<file path="src/hw/rtl/utf8d_pkg.sv">
`default_nettype none

package utf8d_pkg;

  localparam int unsigned CpW = 21;
  localparam int unsigned ByteW = 8;
  localparam int unsigned CntW = 3;

  localparam logic [CpW-1:0] ReplChar = 21'h00FFFD;
  localparam logic [CpW-1:0] MaxScalar = 21'h10FFFF;
  localparam logic [CpW-1:0] SurrLo = 21'h00D800;
  localparam logic [CpW-1:0] SurrHi = 21'h00DFFF;
  localparam logic [CpW-1:0] Min2 = 21'h000080;
  localparam logic [CpW-1:0] Min3 = 21'h000800;
  localparam logic [CpW-1:0] Min4 = 21'h010000;

  localparam logic [CntW-1:0] LenIdle = 3'd0;
  localparam logic [CntW-1:0] Len2 = 3'd2;
  localparam logic [CntW-1:0] Len3 = 3'd3;
  localparam logic [CntW-1:0] Len4 = 3'd4;

  // results of one byte: rep_cnt replacements, then an optional tail result
  typedef struct packed {
    logic [CntW-1:0] rep_cnt;
    logic            tail_vld;
    logic [CpW-1:0]  tail_cp;
    logic            tail_rep;
    logic            tail_eot;
  } burst_t;

endpackage

`default_nettype wire

</file>
<file path="src/hw/rtl/utf8d_decode.sv">
`default_nettype none

module utf8d_decode (
  input  wire logic                     clk_i,
  input  wire logic                     rst_ni,
  input  wire logic                     accept_i,
  input  wire logic [7:0]               byte_i,
  output      utf8d_pkg::burst_t        desc_o
);
  import utf8d_pkg::*;

  logic [CpW-1:0]  pv_q, pv_d;
  logic [CntW-1:0] len_q, len_d;
  logic [1:0]      taken_q, taken_d;

  logic            open_seq;
  logic            cont;
  logic [CntW-1:0] taken_inc;
  logic [CpW-1:0]  pv_shift;
  logic [CpW-1:0]  min_val;
  logic            ok;
  burst_t          desc;

  assign open_seq  = (len_q == Len2) || (len_q == Len3) || (len_q == Len4);
  assign cont      = (byte_i[7:6] == 2'b10);
  assign taken_inc = {1'b0, taken_q} + 3'd1;
  assign pv_shift  = {pv_q[CpW-7:0], byte_i[5:0]};

  always_comb begin
    unique case (len_q)
      Len2:    min_val = Min2;
      Len3:    min_val = Min3;
      default: min_val = Min4;
    endcase
  end

  assign ok = (pv_shift >= min_val) && (pv_shift <= MaxScalar) &&
              !((pv_shift >= SurrLo) && (pv_shift <= SurrHi));

  always_comb begin
    pv_d    = pv_q;
    len_d   = len_q;
    taken_d = taken_q;
    desc    = '0;
    if (open_seq && cont) begin
      if (taken_inc < len_q) begin
        pv_d    = pv_shift;
        taken_d = taken_inc[1:0];
      end else begin
        pv_d    = '0;
        len_d   = LenIdle;
        taken_d = '0;
        if (ok) begin
          desc.tail_vld = 1'b1;
          desc.tail_cp  = pv_shift;
        end else begin
          desc.rep_cnt = len_q;
        end
      end
    end else begin
      // flush of an interrupted sequence
      if (open_seq) begin
        desc.rep_cnt = {1'b0, taken_q};
      end
      pv_d    = '0;
      len_d   = LenIdle;
      taken_d = '0;
      priority if (byte_i == 8'h00) begin
        desc.tail_vld = 1'b1;
        desc.tail_eot = 1'b1;
      end else if (!byte_i[7]) begin
        desc.tail_vld = 1'b1;
        desc.tail_cp  = {13'd0, byte_i};
      end else if (byte_i[7:5] == 3'b110) begin
        pv_d    = {16'd0, byte_i[4:0]};
        len_d   = Len2;
        taken_d = 2'd1;
      end else if (byte_i[7:4] == 4'b1110) begin
        pv_d    = {17'd0, byte_i[3:0]};
        len_d   = Len3;
        taken_d = 2'd1;
      end else if (byte_i[7:3] == 5'b11110) begin
        pv_d    = {18'd0, byte_i[2:0]};
        len_d   = Len4;
        taken_d = 2'd1;
      end else begin
        desc.tail_vld = 1'b1;
        desc.tail_cp  = ReplChar;
        desc.tail_rep = 1'b1;
      end
    end
  end

  assign desc_o = desc;

  always_ff @(posedge clk_i or negedge rst_ni) begin
    if (!rst_ni) begin
      pv_q    <= '0;
      len_q   <= LenIdle;
      taken_q <= '0;
    end else if (accept_i) begin
      pv_q    <= pv_d;
      len_q   <= len_d;
      taken_q <= taken_d;
    end
  end

`ifndef SYNTHESIS
  a_len_legal: assert property (@(posedge clk_i) disable iff (!rst_ni)
    (len_q == LenIdle) || open_seq)
    else $error("sequence length code out of range");
  a_taken_below_len: assert property (@(posedge clk_i) disable iff (!rst_ni)
    open_seq |-> (({1'b0, taken_q} < len_q) && (taken_q != 2'd0)))
    else $error("bytes taken not within open sequence");
  a_idle_clear: assert property (@(posedge clk_i) disable iff (!rst_ni)
    (len_q == LenIdle) |-> ((pv_q == '0) && (taken_q == 2'd0)))
    else $error("idle state holds partial data");
`endif

endmodule

`default_nettype wire

</file>
<file path="src/hw/rtl/utf8d_burst.sv">
`default_nettype none

module utf8d_burst (
  input  wire logic                         clk_i,
  input  wire logic                         rst_ni,
  input  wire logic                         load_i,
  input  wire utf8d_pkg::burst_t            desc_i,
  output      logic                         free_o,
  output      logic                         valid_o,
  input  wire logic                         ready_i,
  output      logic [utf8d_pkg::CpW-1:0]    code_point_o,
  output      logic                         replaced_o,
  output      logic                         eot_o,
  output      logic                         last_o
);
  import utf8d_pkg::*;

  logic [CntW-1:0] rep_left_q, rep_left_d;
  logic            tail_q, tail_d;
  logic [CpW-1:0]  tail_cp_q;
  logic            tail_rep_q;
  logic            tail_eot_q;
  logic [CntW-1:0] remain;
  logic            xfer;

  assign remain  = rep_left_q + {2'b00, tail_q};
  assign valid_o = (remain != '0);
  assign xfer    = valid_o && ready_i;
  assign free_o  = !valid_o || (xfer && (remain == 3'd1));

  always_comb begin
    if (rep_left_q != '0) begin
      code_point_o = ReplChar;
      replaced_o   = 1'b1;
      eot_o        = 1'b0;
      last_o       = (rep_left_q == 3'd1) && !tail_q;
    end else begin
      code_point_o = tail_cp_q;
      replaced_o   = tail_rep_q;
      eot_o        = tail_eot_q;
      last_o       = 1'b1;
    end
  end

  always_comb begin
    rep_left_d = rep_left_q;
    tail_d     = tail_q;
    if (xfer) begin
      if (rep_left_q != '0) begin
        rep_left_d = rep_left_q - 3'd1;
      end else begin
        tail_d = 1'b0;
      end
    end
    if (load_i) begin
      rep_left_d = desc_i.rep_cnt;
      tail_d     = desc_i.tail_vld;
    end
  end

  always_ff @(posedge clk_i or negedge rst_ni) begin
    if (!rst_ni) begin
      rep_left_q <= '0;
      tail_q     <= 1'b0;
    end else begin
      rep_left_q <= rep_left_d;
      tail_q     <= tail_d;
    end
  end

  always_ff @(posedge clk_i) begin
    if (load_i) begin
      tail_cp_q  <= desc_i.tail_cp;
      tail_rep_q <= desc_i.tail_rep;
      tail_eot_q <= desc_i.tail_eot;
    end
  end

`ifndef SYNTHESIS
  a_remain_max: assert property (@(posedge clk_i) disable iff (!rst_ni)
    remain <= 3'd4)
    else $error("burst holds more than four results");
  a_load_when_free: assert property (@(posedge clk_i) disable iff (!rst_ni)
    load_i |-> free_o)
    else $error("burst loaded while results pending");
  a_last_ends: assert property (@(posedge clk_i) disable iff (!rst_ni)
    (xfer && last_o && !load_i) |=> !valid_o)
    else $error("results remain after last transaction");
  a_eot_clean: assert property (@(posedge clk_i) disable iff (!rst_ni)
    (valid_o && eot_o) |-> (!replaced_o && (code_point_o == '0) && last_o))
    else $error("end of text result malformed");
`endif

endmodule

`default_nettype wire

</file>
<file path="src/hw/rtl/utf8_codepoint_decoder.sv">
// output: a result is registered and appears in the cycle after the byte that completes it
// throughput: one byte per cycle while each byte gives at most one result and m_axis_tready does not stall the output
// a byte giving several results stalls the input until its last result is taken (burst register)
// reset: asynchronous active low, decoder returns to idle and pending results are dropped
`default_nettype none

module utf8_codepoint_decoder (
  input  wire logic        clk_i,
  input  wire logic        rst_ni,
  input  wire logic        s_axis_tvalid,
  output      logic        s_axis_tready,
  input  wire logic [7:0]  s_axis_tdata,   // [7:0] in_byte
  output      logic        m_axis_tvalid,
  input  wire logic        m_axis_tready,
  output      logic [23:0] m_axis_tdata,   // [20:0] code_point, [23:21] zero
  output      logic [1:0]  m_axis_tuser,   // [0] replaced, [1] end_of_text
  output      logic        m_axis_tlast
);
  import utf8d_pkg::*;

  logic           accept;
  logic           free;
  burst_t         desc;
  logic [CpW-1:0] code_point;
  logic           replaced;
  logic           eot;

  assign s_axis_tready = free;
  assign accept        = s_axis_tvalid && free;

  utf8d_decode u_decode (
    .clk_i    (clk_i),
    .rst_ni   (rst_ni),
    .accept_i (accept),
    .byte_i   (s_axis_tdata),
    .desc_o   (desc)
  );

  utf8d_burst u_burst (
    .clk_i        (clk_i),
    .rst_ni       (rst_ni),
    .load_i       (accept),
    .desc_i       (desc),
    .free_o       (free),
    .valid_o      (m_axis_tvalid),
    .ready_i      (m_axis_tready),
    .code_point_o (code_point),
    .replaced_o   (replaced),
    .eot_o        (eot),
    .last_o       (m_axis_tlast)
  );

  assign m_axis_tdata = {3'b000, code_point};
  assign m_axis_tuser = {eot, replaced};

endmodule

`default_nettype wire
</file>
<file path="config.mk">
export PLATFORM = sky130hd
export DESIGN_NAME = utf8_codepoint_decoder
export DESIGN_NICKNAME = d
export VERILOG_FILES = /design/src/hw/rtl/utf8d_pkg.sv /design/src/hw/rtl/utf8d_decode.sv /design/src/hw/rtl/utf8d_burst.sv /design/src/hw/rtl/utf8_codepoint_decoder.sv
export SDC_FILE = /design/constraint.sdc
export NUM_CORES = 1
export LEC_CHECK = 0
export CAP_MARGIN = 25
export CORE_UTILIZATION = 60
export CTS_BUF_LIST = sky130_fd_sc_hd__clkbuf_4 sky130_fd_sc_hd__clkbuf_8
export DETAILED_ROUTE_END_ITERATION = 7
export DONT_BUFFER_PORTS = 1
export GPL_TIMING_DRIVEN = 0
export MAX_ROUTING_LAYER = met4
export PLACE_DENSITY = 0.87
export SETUP_SLACK_MARGIN = 0.2
export SLEW_MARGIN = 15
export SYNTH_ARGS = -nofsm -noshare
export SYNTH_HDL_FRONTEND = slang
export SYNTH_SLANG_ARGS = --single-unit
</file>
<file path="constraint.sdc">
create_clock -name clk_i -period 4.03 [get_ports clk_i]
set_input_delay 0.403 -clock clk_i [delete_from_list [all_inputs] [get_ports clk_i]]
set_output_delay 0.403 -clock clk_i [all_outputs]
set_load 0.02 [all_outputs]
</file>
==> impl_metrics.tcl <==
set metrics [dict create \
    grt_start_max_net_pins 33 \
    critical_path.cell_chain "ha_1, ha_1, xor2_1, or4b_2, clkbuf_1, inv_1, buf_2" \
    yosysTopAreaCell "sky130_fd_sc_hd__edfxtp_1" \
    power_density_mw_per_mm2 722 \
    synth_compound_gate_area_share_pct 14.5 \
    rows 23 \
    relSlewSlack_pct 43.7 \
    cts_setup_buffers 0 \
    tritoncts "built" \
    syn2layout_area_growth_pct 6.75 \
    asyncSetResetFlopFracSynth_pct 51.1 \
    fin_crit_ns 3.02 \
    final_cell_area_mm2 0.00283 \
    die_width_um 68.4 \
    post_synth_instance_area_mm2 0.00265 \
    number_of_flops_mapped_to_enable_cells_by_yosys 23 \
    clkSlewWorstSetupHoldPaths_ns 0.09 \
    route.antenna.remaining_nets 0 \
    synth_adder_area_share_pct 5.20 \
    mapped_avg_cell_area_um2 10.0 \
    drt-vias-per-instance 6.34 \
    vias_in_the_first_global_route 1938 \
    placedInstanceArea_mm2 0.00272 \
    grt_busiest_layer "met2" \
    worstPathBufferInverterCount 3 \
    synth_commonest_cells "sky130_fd_sc_hd__nand2_1 (37), sky130_fd_sc_hd__dfrtp_1 (24), sky130_fd_sc_hd__edfxtp_1 (23)" \
    met3_usage_pct 7.83 \
    finalSetupViolCount 0 \
    totalWireLength_um 5770 \
    timing.clock.skew_ns 0.00618 \
    crit_type "flop to flop" \
    portBuffers 0 \
    synthDistinctLibCells 53 \
    start_util_pct 64.4 \
    power.leakage_nw 1.17 \
    crit_path_frequent_cell "sky130_fd_sc_hd__ha_1" \
    num-nets-final 298 \
    synth-xor-area-share_pct 0.992 \
    grt_use_met2_pct 44.1 \
    overflow 0 \
    clock_path_buffers 2 \
    antenna-diode-count 0 \
    rsz_0062_raised_after_global_routing "false" \
    finish.cell_count_without_fillers 326 \
    grt_antenna_before_repair 0 \
    crit_cells 7 \
    timing_worst_slew_pin_value_ns 0.834 \
    die_area_mm2 0.00468 \
    worst_skew_pair.late_latency_ns 0.31 \
    fin_tns_setup_ns 0 \
    synth.top_cells.by_area "sky130_fd_sc_hd__edfxtp_1 (26%), sky130_fd_sc_hd__dfrtp_1 (23%), sky130_fd_sc_hd__nand2_1 (5.2%), sky130_fd_sc_hd__ha_1 (5.2%), sky130_fd_sc_hd__nand2b_1 (4.3%)" \
    top_achievable_clock_speed_ghz 0.332 \
    core_area_mm2 0.00412 \
    groute.layer.met1.usage_pct 35.8 \
    drive_above_1_share_pct 14.1 \
    share_of_cell_area_taken_by_muxes_after_synthesis_pct 1.23 \
    placedCellCount 317 \
    top_level_ports 41 \
    remaining_drcs 0 \
    first_pass_grt_wire_length_um 9320 \
    clk_root_buffer_cell "sky130_fd_sc_hd__clkbuf_8" \
    ff2ff_path_depth 7 \
    num_vias 2067 \
    chipHeight_um 68.4 \
    cts_bufs_inserted 5 \
    drt_pass1_iterations 4 \
    combinational_family_with_the_most_area_after_synthesis "simple AND/OR/NAND/NOR gates" \
    post-dp-hpwl_um 4160 \
    worst_path_dominant_cell_family "buffers and inverters" \
    setup.worst_path.start_class "flop" \
    yosysMostFrequentCell "sky130_fd_sc_hd__nand2_1" \
    synth-simple-area-share_pct 23.4 \
    slowest_stage "sky130_fd_sc_hd__or4b_2" \
    synth_largest_type_area_fraction_pct 26.1 \
    synth_top_flop_cell "sky130_fd_sc_hd__dfrtp_1" \
    final_number_of_hold_violating_endpoints 0 \
    track_usage_pct 28.9 \
    critical_path_required_ns 3.98 \
    ir_worst_vdd_mv 0.340 \
    cts-htree-levels 2 \
    max_cap_violations 0 \
    crit_arrival_ns 2.96 \
    crit_path_max_fanout 32 \
    synthesis.instances 265 \
    pre_cts_ws_ns 1.07 \
    worst_setup_path_end_kind "flop" \
    finalCritPeriodShare_pct 74.8 \
    per_cell_routed_wire_length_um 17.7 \
    yosys_register_bits 47 \
    min-delay-path-class "input pin to async pin" \
    drtIter0Drc 282 \
    routabilityCongestion 0.914 \
    final-max-slew-violation-count 0 \
    clock_sinks 47 \
    synth.yosys.seq_area_share_pct 48.7 \
    yosys_warns 0 \
    run_status "complete, no violations" \
    worst_path_largest_cell_delay_ns 0.62 \
    finalWorstSetupSlack_ns 1.01 \
]
[kinds of logic (layout without fill, tap and decap cells)]
logic type / count (synthesis) / after routing
muxes: 3 / 3
adders and majority gates: 11 / 11
AOI/OAI and AO/OA: 58 / 58
other: 1 / 3
and+or+nand+nor: 112 / 112
xor gates and xnor gates: 3 / 3
DFF: 47 / 47
buffers and inverters: 30 / 39
[through the flow]
| stage | power (mW) | util [%] | hold slack [ns] |
|---|---|---|---|
| floorplan | 1.51 | - | 0.107 |
| global placement | 1.67 | 66.1 | 0.108 |
| detailed placement | 1.71 | 66.1 | 0.108 |
| CTS | 2.03 | 68.8 | 0.194 |
| global route | 2.18 | 68.7 | 0.0968 |
| finish | 2.04 | 68.7 | 0.0725 |
[report_power, final]
part / internal, mW / switching, mW / leakage (nW)
Clock: 0.156 / 0.161 / 0.0505
Combinational: 0.317 / 0.665 / 0.577
Sequential: 0.661 / 0.0809 / 0.541
[area by class of cell]
class                   instances  area, um2
clock inverters                 1       7.51
flip-flops and latches         47       1290
plain buffers                  19        111
clock buffers                   7       96.3
repair buffers                  1       5.00
fillers                       307       1290
well taps                      50       62.6
inverters                      11       41.3
multi-input cells             190       1210
[routing by layer]
metal,wire (um),part of all wire (%)
met1,2390,41
met2,2750,48
met3,479,8.3
met4,153,2.7
met5,0,0
[sequential cells by signal (all words and copies together), names as in the netlist]
register / cells
u_burst.tail_eot_q: 1
u_burst.tail_cp_q: 21
u_burst.tail_q: 1
u_decode.pv_q: 15
u_decode.taken_q: 2
u_burst.tail_rep_q: 1
u_burst.rep_left_q: 3
u_decode.len_q: 3
[worst paths after layout]
| kind | from | to | slack, ns |
|---|---|---|---|
| setup / recovery | u_burst.rep_left_q[0] | u_burst.tail_cp_q[14] | 1.01 |
| hold / removal | rst_ni | u_decode.pv_q[2] | 0.07 |
| setup reg to reg | u_burst.rep_left_q[0] | u_burst.tail_cp_q[14] | 1.01 |
| hold reg to reg | u_decode.taken_q[1] | u_decode.taken_q[1] | 0.53 |
| max in group asynchronous | rst_ni | u_decode.pv_q[1] | 3.59 |
| min in group clk_i | s_axis_tdata[3] | u_decode.len_q[2] | 0.19 |
[what timing repair did]
action,in CTS,in global routing
endpoints found under the hold margin,24,0
resized for setup,0,0
endpoints found under the setup margin,0,0
hold buffers,1,0
[cells in the final DEF, fill, tap and decap left out, types with 2 or more instances in the layout]
| cell type | netlist | final |
|---|---|---|
| sky130_fd_sc_hd__o31ai_1 | 5 | 5 |
| sky130_fd_sc_hd__nand2_1 | 37 | 37 |
| sky130_fd_sc_hd__conb_1 | 1 | 3 |
| sky130_fd_sc_hd__a211oi_1 | 2 | 2 |
| sky130_fd_sc_hd__a21oi_1 | 7 | 7 |
| sky130_fd_sc_hd__nor3b_1 | 2 | 2 |
| sky130_fd_sc_hd__nor2_1 | 8 | 8 |
| sky130_fd_sc_hd__clkbuf_8 | 0 | 7 |
| sky130_fd_sc_hd__nand3_1 | 8 | 8 |
| sky130_fd_sc_hd__clkbuf_1 | 9 | 9 |
| sky130_fd_sc_hd__o21ai_0 | 16 | 16 |
| sky130_fd_sc_hd__o311ai_0 | 2 | 2 |
| sky130_fd_sc_hd__inv_1 | 11 | 11 |
| sky130_fd_sc_hd__a31o_2 | 8 | 8 |
| sky130_fd_sc_hd__and3_2 | 5 | 5 |
| sky130_fd_sc_hd__o41ai_1 | 3 | 3 |
| sky130_fd_sc_hd__and3_1 | 3 | 3 |
| sky130_fd_sc_hd__and2_1 | 7 | 7 |
| sky130_fd_sc_hd__edfxtp_1 | 23 | 23 |
| sky130_fd_sc_hd__a21boi_0 | 2 | 2 |
| sky130_fd_sc_hd__nand2b_1 | 18 | 18 |
| sky130_fd_sc_hd__mux2_2 | 2 | 2 |
| sky130_fd_sc_hd__xor2_1 | 2 | 2 |
| sky130_fd_sc_hd__nor3_1 | 4 | 4 |
| sky130_fd_sc_hd__buf_2 | 2 | 3 |
| sky130_fd_sc_hd__a31oi_1 | 2 | 2 |
| sky130_fd_sc_hd__buf_4 | 5 | 5 |
| sky130_fd_sc_hd__dfrtp_1 | 24 | 24 |
| sky130_fd_sc_hd__a22oi_1 | 2 | 2 |
| sky130_fd_sc_hd__nand4_1 | 2 | 2 |
| sky130_fd_sc_hd__ha_1 | 11 | 11 |
| sky130_fd_sc_hd__nor2b_1 | 5 | 5 |
| sky130_fd_sc_hd__o22ai_1 | 6 | 6 |
No activity file was read; power rests on OpenSTA's default activity.
